### config.mk
export PLATFORM = sky130hd
export DESIGN_NAME = priority_job_queue
export DESIGN_NICKNAME = d
export VERILOG_FILES = /design/src/hw/rtl/pjq_pkg.sv /design/src/hw/rtl/pjq_core.sv /design/src/hw/rtl/priority_job_queue.sv
export SDC_FILE = /design/constraint.sdc
export NUM_CORES = 1
export LEC_CHECK = 0
export BUFFER_PORTS_ARGS = -buffer_cell sky130_fd_sc_hd__buf_2
export CORE_ASPECT_RATIO = 2
export CORE_MARGIN = 2
export CORE_UTILIZATION = 55
export CTS_BUF_LIST = sky130_fd_sc_hd__clkbuf_8 sky130_fd_sc_hd__clkbuf_16
export CTS_CLUSTER_SIZE = 28
export DETAILED_ROUTE_END_ITERATION = 8
export PLACE_DENSITY = 0.75
export SETUP_SLACK_MARGIN = 0.1
export SLEW_MARGIN = 5
export SYNTH_ARGS = -nofsm -noshare
export SYNTH_HDL_FRONTEND = slang
export SYNTH_SLANG_ARGS = --single-unit
export TNS_END_PERCENT = 10
### constraint.sdc
create_clock -name clk_i -period 3.4 [get_ports clk_i]
set_input_delay 0.51 -clock clk_i [delete_from_list [all_inputs] [get_ports clk_i]]
set_output_delay 0.51 -clock clk_i [all_outputs]
set_load 0.02 [all_outputs]
### src/hw/rtl/pjq_pkg.sv
// ----------------------------------------------------------------------------
// pjq_pkg: shared types and constants of the priority job queue
// Field widths, queue sizing, status and mode codes, and the structs that
// travel between the top level and the queue sequencer.
// ----------------------------------------------------------------------------
`default_nettype none

package pjq_pkg;

  // Queue sizing
  localparam int QUEUE_DEPTH = 8;
  localparam int JOB_COUNT   = 3;
  localparam int IDX_W       = (QUEUE_DEPTH > 1) ? $clog2(QUEUE_DEPTH) : 1;
  localparam int CNT_W       = $clog2(QUEUE_DEPTH + 1);

  // Port field widths
  localparam int MODE_W   = 2;
  localparam int JOB_ID_W = 8;
  localparam int STATUS_W = 2;
  localparam int JOB_W    = 2;
  localparam int QCOUNT_W = 4;
  localparam int PRIO_W   = 8;
  localparam int MASK_W   = 3;
  localparam int CFG_IDX_W  = 2;
  localparam int CFG_DATA_W = 8;

  // Configuration register indexes
  localparam logic [CFG_IDX_W-1:0] CFG_PRIO_JOB0 = 2'd0;
  localparam logic [CFG_IDX_W-1:0] CFG_PRIO_JOB1 = 2'd1;
  localparam logic [CFG_IDX_W-1:0] CFG_PRIO_JOB2 = 2'd2;
  localparam logic [CFG_IDX_W-1:0] CFG_SIG_MASK  = 2'd3;

  // Request modes
  localparam logic [MODE_W-1:0] MODE_SUBMIT = 2'd0;
  localparam logic [MODE_W-1:0] MODE_TICK   = 2'd1;
  localparam logic [MODE_W-1:0] MODE_INIT   = 2'd2;

  // Status codes
  localparam logic [STATUS_W-1:0] ST_OK     = 2'd0;
  localparam logic [STATUS_W-1:0] ST_NOT_OK = 2'd1;
  localparam logic [STATUS_W-1:0] ST_BUSY   = 2'd2;

  // One queue entry
  typedef struct packed {
    logic [JOB_W-1:0]  job;
    logic [PRIO_W-1:0] prio;
  } entry_t;

  // Configuration seen by the sequencer
  typedef struct packed {
    logic [JOB_COUNT-1:0][PRIO_W-1:0] prio;
    logic [MASK_W-1:0]                sig_mask;
  } cfg_t;

  // Incoming request word
  typedef struct packed {
    logic [MODE_W-1:0]   mode;
    logic [JOB_ID_W-1:0] job_id;
    logic                pointer_given;
    logic                engine_busy;
  } req_t;

  // Outgoing result word
  typedef struct packed {
    logic [STATUS_W-1:0] status;
    logic                dispatch_valid;
    logic [JOB_W-1:0]    dispatch_job;
    logic [QCOUNT_W-1:0] queue_count;
  } res_t;

endpackage

`default_nettype wire

### src/hw/rtl/pjq_core.sv
// ----------------------------------------------------------------------------
// pjq_core: queue storage and admission sequencer
// Holds the sorted job queue in a one-read, one-write memory and walks it
// one entry at a time for duplicate search, ordered insert and pop.
// ----------------------------------------------------------------------------
`default_nettype none

module pjq_core (
  input  wire logic          clk_i,
  input  wire logic          rst_ni,
  input  wire pjq_pkg::cfg_t cfg_i,
  input  wire logic          req_valid_i,
  output logic               req_ready_o,
  input  wire pjq_pkg::req_t req_i,
  output logic               res_valid_o,
  input  wire logic          res_ready_i,
  output pjq_pkg::res_t      res_o
);
  import pjq_pkg::*;

  localparam logic [3:0] S_IDLE     = 4'd0;
  localparam logic [3:0] S_SCAN_RD  = 4'd1;
  localparam logic [3:0] S_SCAN_EV  = 4'd2;
  localparam logic [3:0] S_SHIFT_RD = 4'd3;
  localparam logic [3:0] S_SHIFT_WR = 4'd4;
  localparam logic [3:0] S_INSERT   = 4'd5;
  localparam logic [3:0] S_FRONT    = 4'd6;
  localparam logic [3:0] S_POP_RD   = 4'd7;
  localparam logic [3:0] S_POP_WR   = 4'd8;
  localparam logic [3:0] S_RESP     = 4'd9;

  logic [3:0]          state_q, state_d;
  logic                init_q, init_d;
  logic [CNT_W-1:0]    count_q, count_d;
  logic [IDX_W-1:0]    idx_q, idx_d;
  logic [IDX_W-1:0]    pos_q, pos_d;
  logic                found_q, found_d;
  logic                dup_q, dup_d;
  logic                busy_q, busy_d;
  logic [JOB_W-1:0]    job_q, job_d;
  logic [PRIO_W-1:0]   prio_q, prio_d;
  logic [STATUS_W-1:0] status_q, status_d;
  logic                dv_q, dv_d;
  logic [JOB_W-1:0]    dj_q, dj_d;

  // Queue memory: one read port with registered data, one write port
  entry_t              mem_q [QUEUE_DEPTH];
  entry_t              rd_data_q;
  logic [IDX_W-1:0]    rd_addr;
  logic                wr_en;
  logic [IDX_W-1:0]    wr_addr;
  entry_t              wr_data;

  always_ff @(posedge clk_i) begin
    if (wr_en) begin
      mem_q[wr_addr] <= wr_data;
    end
    rd_data_q <= mem_q[rd_addr];
  end

  // Helpers
  logic             accept;
  logic [JOB_W-1:0] id_sel;
  logic [CNT_W-1:0] idx_next_cnt;
  logic             last;
  logic             hit;
  logic             higher;

  assign accept       = req_valid_i && req_ready_o;
  assign id_sel       = req_i.job_id[JOB_W-1:0];
  assign idx_next_cnt = CNT_W'(idx_q) + CNT_W'(1);
  assign last         = (idx_next_cnt == count_q);
  assign hit          = (rd_data_q.job == job_q);
  assign higher       = (prio_q > rd_data_q.prio);

  assign req_ready_o = (state_q == S_IDLE);
  assign res_valid_o = (state_q == S_RESP);
  assign res_o       = '{status: status_q, dispatch_valid: dv_q, dispatch_job: dj_q,
                         queue_count: QCOUNT_W'(count_q)};

  // Sequencer
  always_comb begin
    state_d  = state_q;
    init_d   = init_q;
    count_d  = count_q;
    idx_d    = idx_q;
    pos_d    = pos_q;
    found_d  = found_q;
    dup_d    = dup_q;
    busy_d   = busy_q;
    job_d    = job_q;
    prio_d   = prio_q;
    status_d = status_q;
    dv_d     = dv_q;
    dj_d     = dj_q;
    rd_addr  = '0;
    wr_en    = 1'b0;
    wr_addr  = pos_q;
    wr_data  = '{job: job_q, prio: prio_q};

    unique case (state_q)
      S_IDLE: begin
        if (accept) begin
          status_d = ST_OK;
          dv_d     = 1'b0;
          dj_d     = '0;
          busy_d   = req_i.engine_busy;
          job_d    = id_sel;
          prio_d   = cfg_i.prio[id_sel];
          state_d  = S_RESP;
          case (req_i.mode)
            MODE_INIT: begin
              if (req_i.pointer_given) begin
                init_d   = 1'b0;
                status_d = ST_NOT_OK;
              end else begin
                init_d  = 1'b1;
                count_d = '0;
              end
            end
            MODE_TICK: begin
              // entry 0 is being read this cycle
              if (count_q != '0) begin
                dv_d    = 1'b1;
                state_d = S_FRONT;
              end
            end
            MODE_SUBMIT: begin
              if (!init_q || !req_i.pointer_given ||
                  req_i.job_id >= JOB_ID_W'(JOB_COUNT)) begin
                status_d = ST_NOT_OK;
              end else if (!cfg_i.sig_mask[id_sel]) begin
                status_d = ST_NOT_OK;
              end else if (count_q >= CNT_W'(QUEUE_DEPTH)) begin
                status_d = ST_BUSY;
              end else if (count_q == '0) begin
                // empty queue: dispatched straight to the engine, and also queued if the engine is busy
                dv_d = 1'b1;
                dj_d = id_sel;
                if (req_i.engine_busy) begin
                  pos_d   = '0;
                  state_d = S_INSERT;
                end
              end else begin
                idx_d   = '0;
                pos_d   = IDX_W'(count_q);
                found_d = 1'b0;
                dup_d   = 1'b0;
                state_d = S_SCAN_RD;
              end
            end
            default: begin
              status_d = ST_NOT_OK;
            end
          endcase
        end
      end
      S_SCAN_RD: begin
        rd_addr = idx_q;
        state_d = S_SCAN_EV;
      end
      S_SCAN_EV: begin
        // duplicate search and first lower priority in one pass
        dup_d   = dup_q | hit;
        found_d = found_q | higher;
        if (!found_q && higher) begin
          pos_d = idx_q;
        end
        if (!last) begin
          idx_d   = idx_q + IDX_W'(1);
          state_d = S_SCAN_RD;
        end else if (dup_q || hit) begin
          status_d = ST_NOT_OK;
          state_d  = S_RESP;
        end else if (!(found_q || higher)) begin
          state_d = S_INSERT;
        end else begin
          idx_d   = IDX_W'(count_q - CNT_W'(1));
          state_d = S_SHIFT_RD;
        end
      end
      S_SHIFT_RD: begin
        rd_addr = idx_q;
        state_d = S_SHIFT_WR;
      end
      S_SHIFT_WR: begin
        // move one entry back to open the insert slot
        wr_en   = 1'b1;
        wr_addr = idx_q + IDX_W'(1);
        wr_data = rd_data_q;
        if (idx_q == pos_q) begin
          state_d = S_INSERT;
        end else begin
          idx_d   = idx_q - IDX_W'(1);
          state_d = S_SHIFT_RD;
        end
      end
      S_INSERT: begin
        wr_en   = 1'b1;
        wr_addr = pos_q;
        count_d = count_q + CNT_W'(1);
        state_d = S_RESP;
      end
      S_FRONT: begin
        dj_d = rd_data_q.job;
        if (busy_q) begin
          state_d = S_RESP;
        end else if (count_q == CNT_W'(1)) begin
          count_d = '0;
          state_d = S_RESP;
        end else begin
          idx_d   = IDX_W'(1);
          state_d = S_POP_RD;
        end
      end
      S_POP_RD: begin
        rd_addr = idx_q;
        state_d = S_POP_WR;
      end
      S_POP_WR: begin
        // move one entry forward over the popped front
        wr_en   = 1'b1;
        wr_addr = idx_q - IDX_W'(1);
        wr_data = rd_data_q;
        if (last) begin
          count_d = count_q - CNT_W'(1);
          state_d = S_RESP;
        end else begin
          idx_d   = idx_q + IDX_W'(1);
          state_d = S_POP_RD;
        end
      end
      S_RESP: begin
        if (res_ready_i) begin
          state_d = S_IDLE;
        end
      end
      default: begin
        state_d = S_IDLE;
      end
    endcase
  end

  // Control state
  always_ff @(posedge clk_i or negedge rst_ni) begin
    if (!rst_ni) begin
      state_q <= S_IDLE;
      init_q  <= 1'b0;
      count_q <= '0;
    end else begin
      state_q <= state_d;
      init_q  <= init_d;
      count_q <= count_d;
    end
  end

  // Working registers
  always_ff @(posedge clk_i) begin
    idx_q    <= idx_d;
    pos_q    <= pos_d;
    found_q  <= found_d;
    dup_q    <= dup_d;
    busy_q   <= busy_d;
    job_q    <= job_d;
    prio_q   <= prio_d;
    status_q <= status_d;
    dv_q     <= dv_d;
    dj_q     <= dj_d;
  end

endmodule

`default_nettype wire

### src/hw/rtl/priority_job_queue.sv
// ----------------------------------------------------------------------------
// priority_job_queue: admission queue for crypto jobs
// Configuration registers, input handshake and the registered result word
// around the queue sequencer.
// ----------------------------------------------------------------------------
// One word in gives one result word out, in order. Init, submits refused before
// the queue scan and ticks on an empty queue go straight to the result; a direct
// dispatch that the engine refuses is also written into the queue; a tick reads
// the front entry and, unless the engine is busy, moves each later one forward;
// a queued submit scans every entry, moves back those from the insert slot on
// and writes the new entry, and a submit found already queued scans every entry
// and is refused. Every step is paced by the single read port of the queue
// memory, so the whole block works on one word at a time and is not ready until
// that word's result has been handed to the output register. The output register
// lets the next word be taken while a result waits there.
`default_nettype none

module priority_job_queue (
  input  wire logic                              clk_i,
  input  wire logic                              rst_ni,
  // request channel
  input  wire logic                              in_valid_i,
  output logic                                   in_ready_o,
  input  wire logic [pjq_pkg::MODE_W-1:0]        mode_i,
  input  wire logic [pjq_pkg::JOB_ID_W-1:0]      job_id_i,
  input  wire logic                              pointer_given_i,
  input  wire logic                              engine_busy_i,
  // result channel
  output logic                                   out_valid_o,
  input  wire logic                              out_ready_i,
  output logic [pjq_pkg::STATUS_W-1:0]           status_o,
  output logic                                   dispatch_valid_o,
  output logic [pjq_pkg::JOB_W-1:0]              dispatch_job_o,
  output logic [pjq_pkg::QCOUNT_W-1:0]           queue_count_o,
  // configuration write channel
  input  wire logic                              cfg_valid_i,
  output logic                                   cfg_ready_o,
  input  wire logic [pjq_pkg::CFG_IDX_W-1:0]     cfg_index_i,
  input  wire logic [pjq_pkg::CFG_DATA_W-1:0]    cfg_data_i
);
  import pjq_pkg::*;

  // Configuration registers
  cfg_t cfg_q;

  assign cfg_ready_o = 1'b1;

  always_ff @(posedge clk_i or negedge rst_ni) begin
    if (!rst_ni) begin
      cfg_q.prio     <= '0;
      cfg_q.sig_mask <= MASK_W'(1);
    end else if (cfg_valid_i && cfg_ready_o) begin
      unique case (cfg_index_i)
        CFG_PRIO_JOB0: cfg_q.prio[0]  <= cfg_data_i;
        CFG_PRIO_JOB1: cfg_q.prio[1]  <= cfg_data_i;
        CFG_PRIO_JOB2: cfg_q.prio[2]  <= cfg_data_i;
        CFG_SIG_MASK:  cfg_q.sig_mask <= cfg_data_i[MASK_W-1:0];
        default: ;
      endcase
    end
  end

  // Sequencer
  req_t req;
  res_t res;
  logic res_valid;
  logic res_ready;

  assign req = '{mode: mode_i, job_id: job_id_i, pointer_given: pointer_given_i,
                 engine_busy: engine_busy_i};

  pjq_core u_core (
    .clk_i       (clk_i),
    .rst_ni      (rst_ni),
    .cfg_i       (cfg_q),
    .req_valid_i (in_valid_i),
    .req_ready_o (in_ready_o),
    .req_i       (req),
    .res_valid_o (res_valid),
    .res_ready_i (res_ready),
    .res_o       (res)
  );

  // Output register
  logic out_valid_q;
  res_t out_q;

  assign res_ready = !out_valid_q || out_ready_i;

  always_ff @(posedge clk_i or negedge rst_ni) begin
    if (!rst_ni) begin
      out_valid_q <= 1'b0;
    end else if (res_ready) begin
      out_valid_q <= res_valid;
    end
  end

  always_ff @(posedge clk_i) begin
    if (res_ready && res_valid) begin
      out_q <= res;
    end
  end

  assign out_valid_o      = out_valid_q;
  assign status_o         = out_q.status;
  assign dispatch_valid_o = out_q.dispatch_valid;
  assign dispatch_job_o   = out_q.dispatch_job;
  assign queue_count_o    = out_q.queue_count;

endmodule

`default_nettype wire

==> Implementation_results.wiki <==
{| class="wikitable"
! Metric !! Value
|-
| GR Overflow Total || 0
|-
| Detailed-routing iteration count for the pre-antenna-repair pass || 5
|-
| Share of flip-flops with an asynchronous set or reset || 0.231
|-
| Max-slew violation count || 0
|-
| Number of I/O pins || 39
|-
| Number of core rows || 60
|-
| Number of nets with antenna violations after routing || 0
|-
| Status || completed
|-
| Number of global-route vias before repair || 4901
|-
| Most heavily used metal layer in global routing || met2
|-
| Filler instances || 1001
|-
| Initial Util || 0.557
|-
| Proportion of layout cells with a drive suffix above 1 || 0.221
|-
| Most used cell along the critical path || nor2_1
|-
| Setup repair after global routing missed its margin || no
|-
| Startpoint kind of the worst setup timing path || flip-flop
|-
| Number of nets in the layout || 669
|-
| Buffer cell driving the clock tree root || clkbuf_16
|-
| Largest net degree at the start of global routing || 41
|-
| Setup slack on the worst flop-to-flop path || 410 ps
|-
| Number of buffer cells added on primary ports || 37
|-
| Slowest cell delay on critical path || 780 ps
|-
| Total routed wirelength || 15800 um
|-
| Post-cts sizing count || 0
|-
| Detailed-route via count || 4914
|-
| Critical path arrival || 3030 ps
|-
| Wire length of the first global-routing pass || 25500 um
|-
| Max Fanout on Critical Path || 21
|-
| CTS Sinks || 160
|-
| Final hold violation count || 0
|-
| Warnings, synthesis || 0
|-
| Number of buffers created by CTS || 17
|-
| Element type at the critical path end || flip-flop
|-
| Highest achievable clock rate || 0.335 GHz
|-
| Final Cycle Share || 0.879
|-
| Routed wire length per instance || 19.9 um
|-
| GR Util met2 || 0.395
|-
| Post-synthesis sequential area ratio || 0.610
|-
| Worst r2r path cells || 5
|-
| Fin crit period || 2990 ps
|-
| Number of H-tree branching levels || 4
|-
| Hold crit path type || primary input to asynchronous set/reset pin
|-
| EDFF count, synth || 113
|-
| Mean area per synthesized cell || 12.7 um^2
|-
| Global routing usage summed across all routing layers || 0.231
|-
| Crit path max-delay family || simple AND/OR/NAND/NOR gates
|-
| Crit path kind || flip-flop to flip-flop
|-
| Inserted Diodes || 0
|-
| Instance area after placement || 7800 um^2
|-
| Horizontal die dimension || 86.1 um
|-
| Max transition margin || 0.397
|-
| Reg2Reg Capture Point || u_core.mem_q[1][8]
|-
| Core ar. || 13300 um^2
|-
| Power density over cell area || 859 nW/um^2
|-
| Buffers inserted during post-CTS setup optimization || 0
|-
| Met3 GRT Util || 0.0417
|-
| Accumulated negative setup slack || 0 ps
|-
| Final setup violation count || 0
|-
| Startpoint of the most critical register-to-register path || u_core.state_q[2]
|-
| Mean number of vias per cell || 6.17
|-
| Required time at the endpoint of the critical path || 3440 ps
|-
| Worst vdd ir || 0.461 mV
|-
| Clock-pin slew on the worst setup and hold paths || 70 ps
|-
| # hold bufs at CTS || 0
|-
| Total leakage power || 3.30 nW
|-
| Number of design rule violations left after detail routing || 0
|-
| HPWL after DPL || 11000 um
|-
| GR Util met1 || 0.289
|-
| Total of flip-flops plus latches after synthesis || 160
|-
| Die span in y || 168 um
|-
| Ordered cell list for the critical path || nor4b_4, nor2_1, a221oi_1, nand2_1, nor2_1
|-
| Critical path's slowest cell || dfrtp_1
|-
| Worst skew pair latency || 420 ps
|-
| TritonCTS clock tree || built
|-
| Total standard cell area after synthesis || 7410 um^2
|-
| Slew at the pin closest to its max-slew limit || 901 ps
|-
| Final RePlAce weighted congestion || 0.936
|-
| Worst clock skew || 14.1 ps
|-
| Die area || 14500 um^2
|-
| Footprint of the flip-flops and latches || 4520 um^2
|-
| Post-synth net total || 622
|-
| Max-cap violations || 0
|-
| Area of the multi-input gates || 2670 um^2
|-
| Post-route cell area || 8360 um^2
|-
| Count of buffering cells on the critical path with inverters included || 0
|-
| 1st-iter DRT viols || 503
|-
| Gate Count Post-Synth || 582
|-
| Synth Flop Type || edfxtp_1
|-
| Layout-stage area growth over the synthesis result || 12.9%
|-
| Number of unique standard cell types used by synthesis || 63
|-
| Antenna violations before repair || 0
|-
| Max Buffers Root-to-Sink || 2
|}
final cells by class:
cell class | count | share of cell area
Sequential cell | 160 | 0.540
Clock inverter | 15 | 0.0166
Multi-Input combinational cell | 374 | 0.319
Inverter | 17 | 0.00763
Clock buffer | 17 | 0.0509
Tap cell | 155 | 0.0232
Timing Repair Buffer | 59 | 0.0419
state kept, by name (all words and copies together), names as in the netlist:
| name | cells |
|---|---|
| u_core.state_q | 4 |
| u_core.found_q | 1 |
| dispatch_job_o | 2 |
| dispatch_valid_o | 1 |
| u_core.count_q | 4 |
| u_core.dup_q | 1 |
| status_o | 2 |
| u_core.rd_data_q | 10 |
| u_core.pos_q | 3 |
| out_valid_o | 1 |
| cfg_q | 27 |
| u_core.dv_q | 1 |
| u_core.busy_q | 1 |
| u_core.dj_q | 2 |
| u_core.status_q | 2 |
| queue_count_o | 4 |
| u_core.init_q | 1 |
| u_core.mem_q | 80 |
| u_core.prio_q | 8 |
| u_core.idx_q | 3 |
| u_core.job_q | 2 |
report_power, final:
group	internal, mW	switching (mW)
Clock	1.02	0.792
Combinational	0.943	1.46
Sequential	2.65	0.319
metrics by stage:
stage                     utilization  cells  total power, mW  hold slack, ps  worst slack [ps]
after global routing            0.629    797             7.55             270               198
after detailed placement        0.587    765             5.37             407               476
after floorplan                     -    582             4.61             214               942
after global placement          0.587    765             5.31             412               540
final                           0.629    797             7.18             182               413
after CTS                       0.629    797             7.18             208               476
logic make-up (layout without fill, tap and decap cells):
kind of cell,Yosys count,in the layout,synth area share
mux,79,79,0.114
simple gates,147,147,0.104
buf+inv,48,108,0.0289
other cells,1,1,0.000506
compound gates,124,124,0.109
fa+ha+maj,13,13,0.0220
xor+xnor,10,10,0.0118
flops,160,160,0.610
Yosys cell counts, drive strengths merged, types with 4 or more instances:
master | number | area share
a21oi | 22 | 0.016
buf | 16 | 0.013
clkbuf | 15 | 0.0076
dfrtp | 36 | 0.12
dfxtp | 10 | 0.027
edfxtp | 113 | 0.46
ha | 13 | 0.022
inv | 17 | 0.0086
mux2 | 40 | 0.061
mux2i | 39 | 0.053
nand2 | 52 | 0.027
nand2b | 7 | 0.0059
nand3 | 8 | 0.0054
nand4 | 4 | 0.0034
nor2 | 33 | 0.017
nor2b | 9 | 0.0076
nor3 | 8 | 0.0054
nor3b | 4 | 0.0047
nor4b | 6 | 0.011
o211ai | 5 | 0.0051
o21ai | 44 | 0.030
o221ai | 11 | 0.014
o22ai | 14 | 0.012
or3 | 5 | 0.0049
xor2 | 8 | 0.0095
routing by layer:
metal / vias to the layer above / routed length (um)
li1: 2280 / -
met1: 2419 / 6450
met2: 183 / 8280
met3: 32 / 705
met4: 0 / 395
met5: - / 0
worst max path at each step:
stage | startpoint | to | cells past startpoint | slack, ps
global placement | u_core.state_q[0] | u_core.mem_q[0][0] | 5 | 540
CTS | u_core.state_q[2] | u_core.mem_q[1][1] | 5 | 480
global route | u_core.state_q[2] | u_core.mem_q[1][3] | 5 | 200
floorplan | u_core.state_q[0] | u_core.mem_q[0][0] | 8 | 940
finish | u_core.state_q[2] | u_core.mem_q[1][8] | 5 | 410
detailed placement | u_core.state_q[0] | u_core.mem_q[0][8] | 5 | 480
placed cells by master (no fill, tap or decap), types with 4 or more instances in the layout:
cell type	n
nor4b_1	4
xor2_1	8
inv_1	18
buf_2	37
inv_6	4
o21ai_0	41
buf_4	22
o211ai_1	5
clkbuf_16	17
edfxtp_1	113
nand2b_1	7
mux2i_1	39
nand2_1	51
o22ai_1	14
a21oi_1	21
nor2_1	33
or3_1	4
mux2_2	40
nand3_1	8
dfrtp_1	36
o221ai_1	10
nor3_1	8
nor2b_1	9
ha_1	13
nand4_1	4
dfxtp_1	10
(Power assumes the default switching activity.)
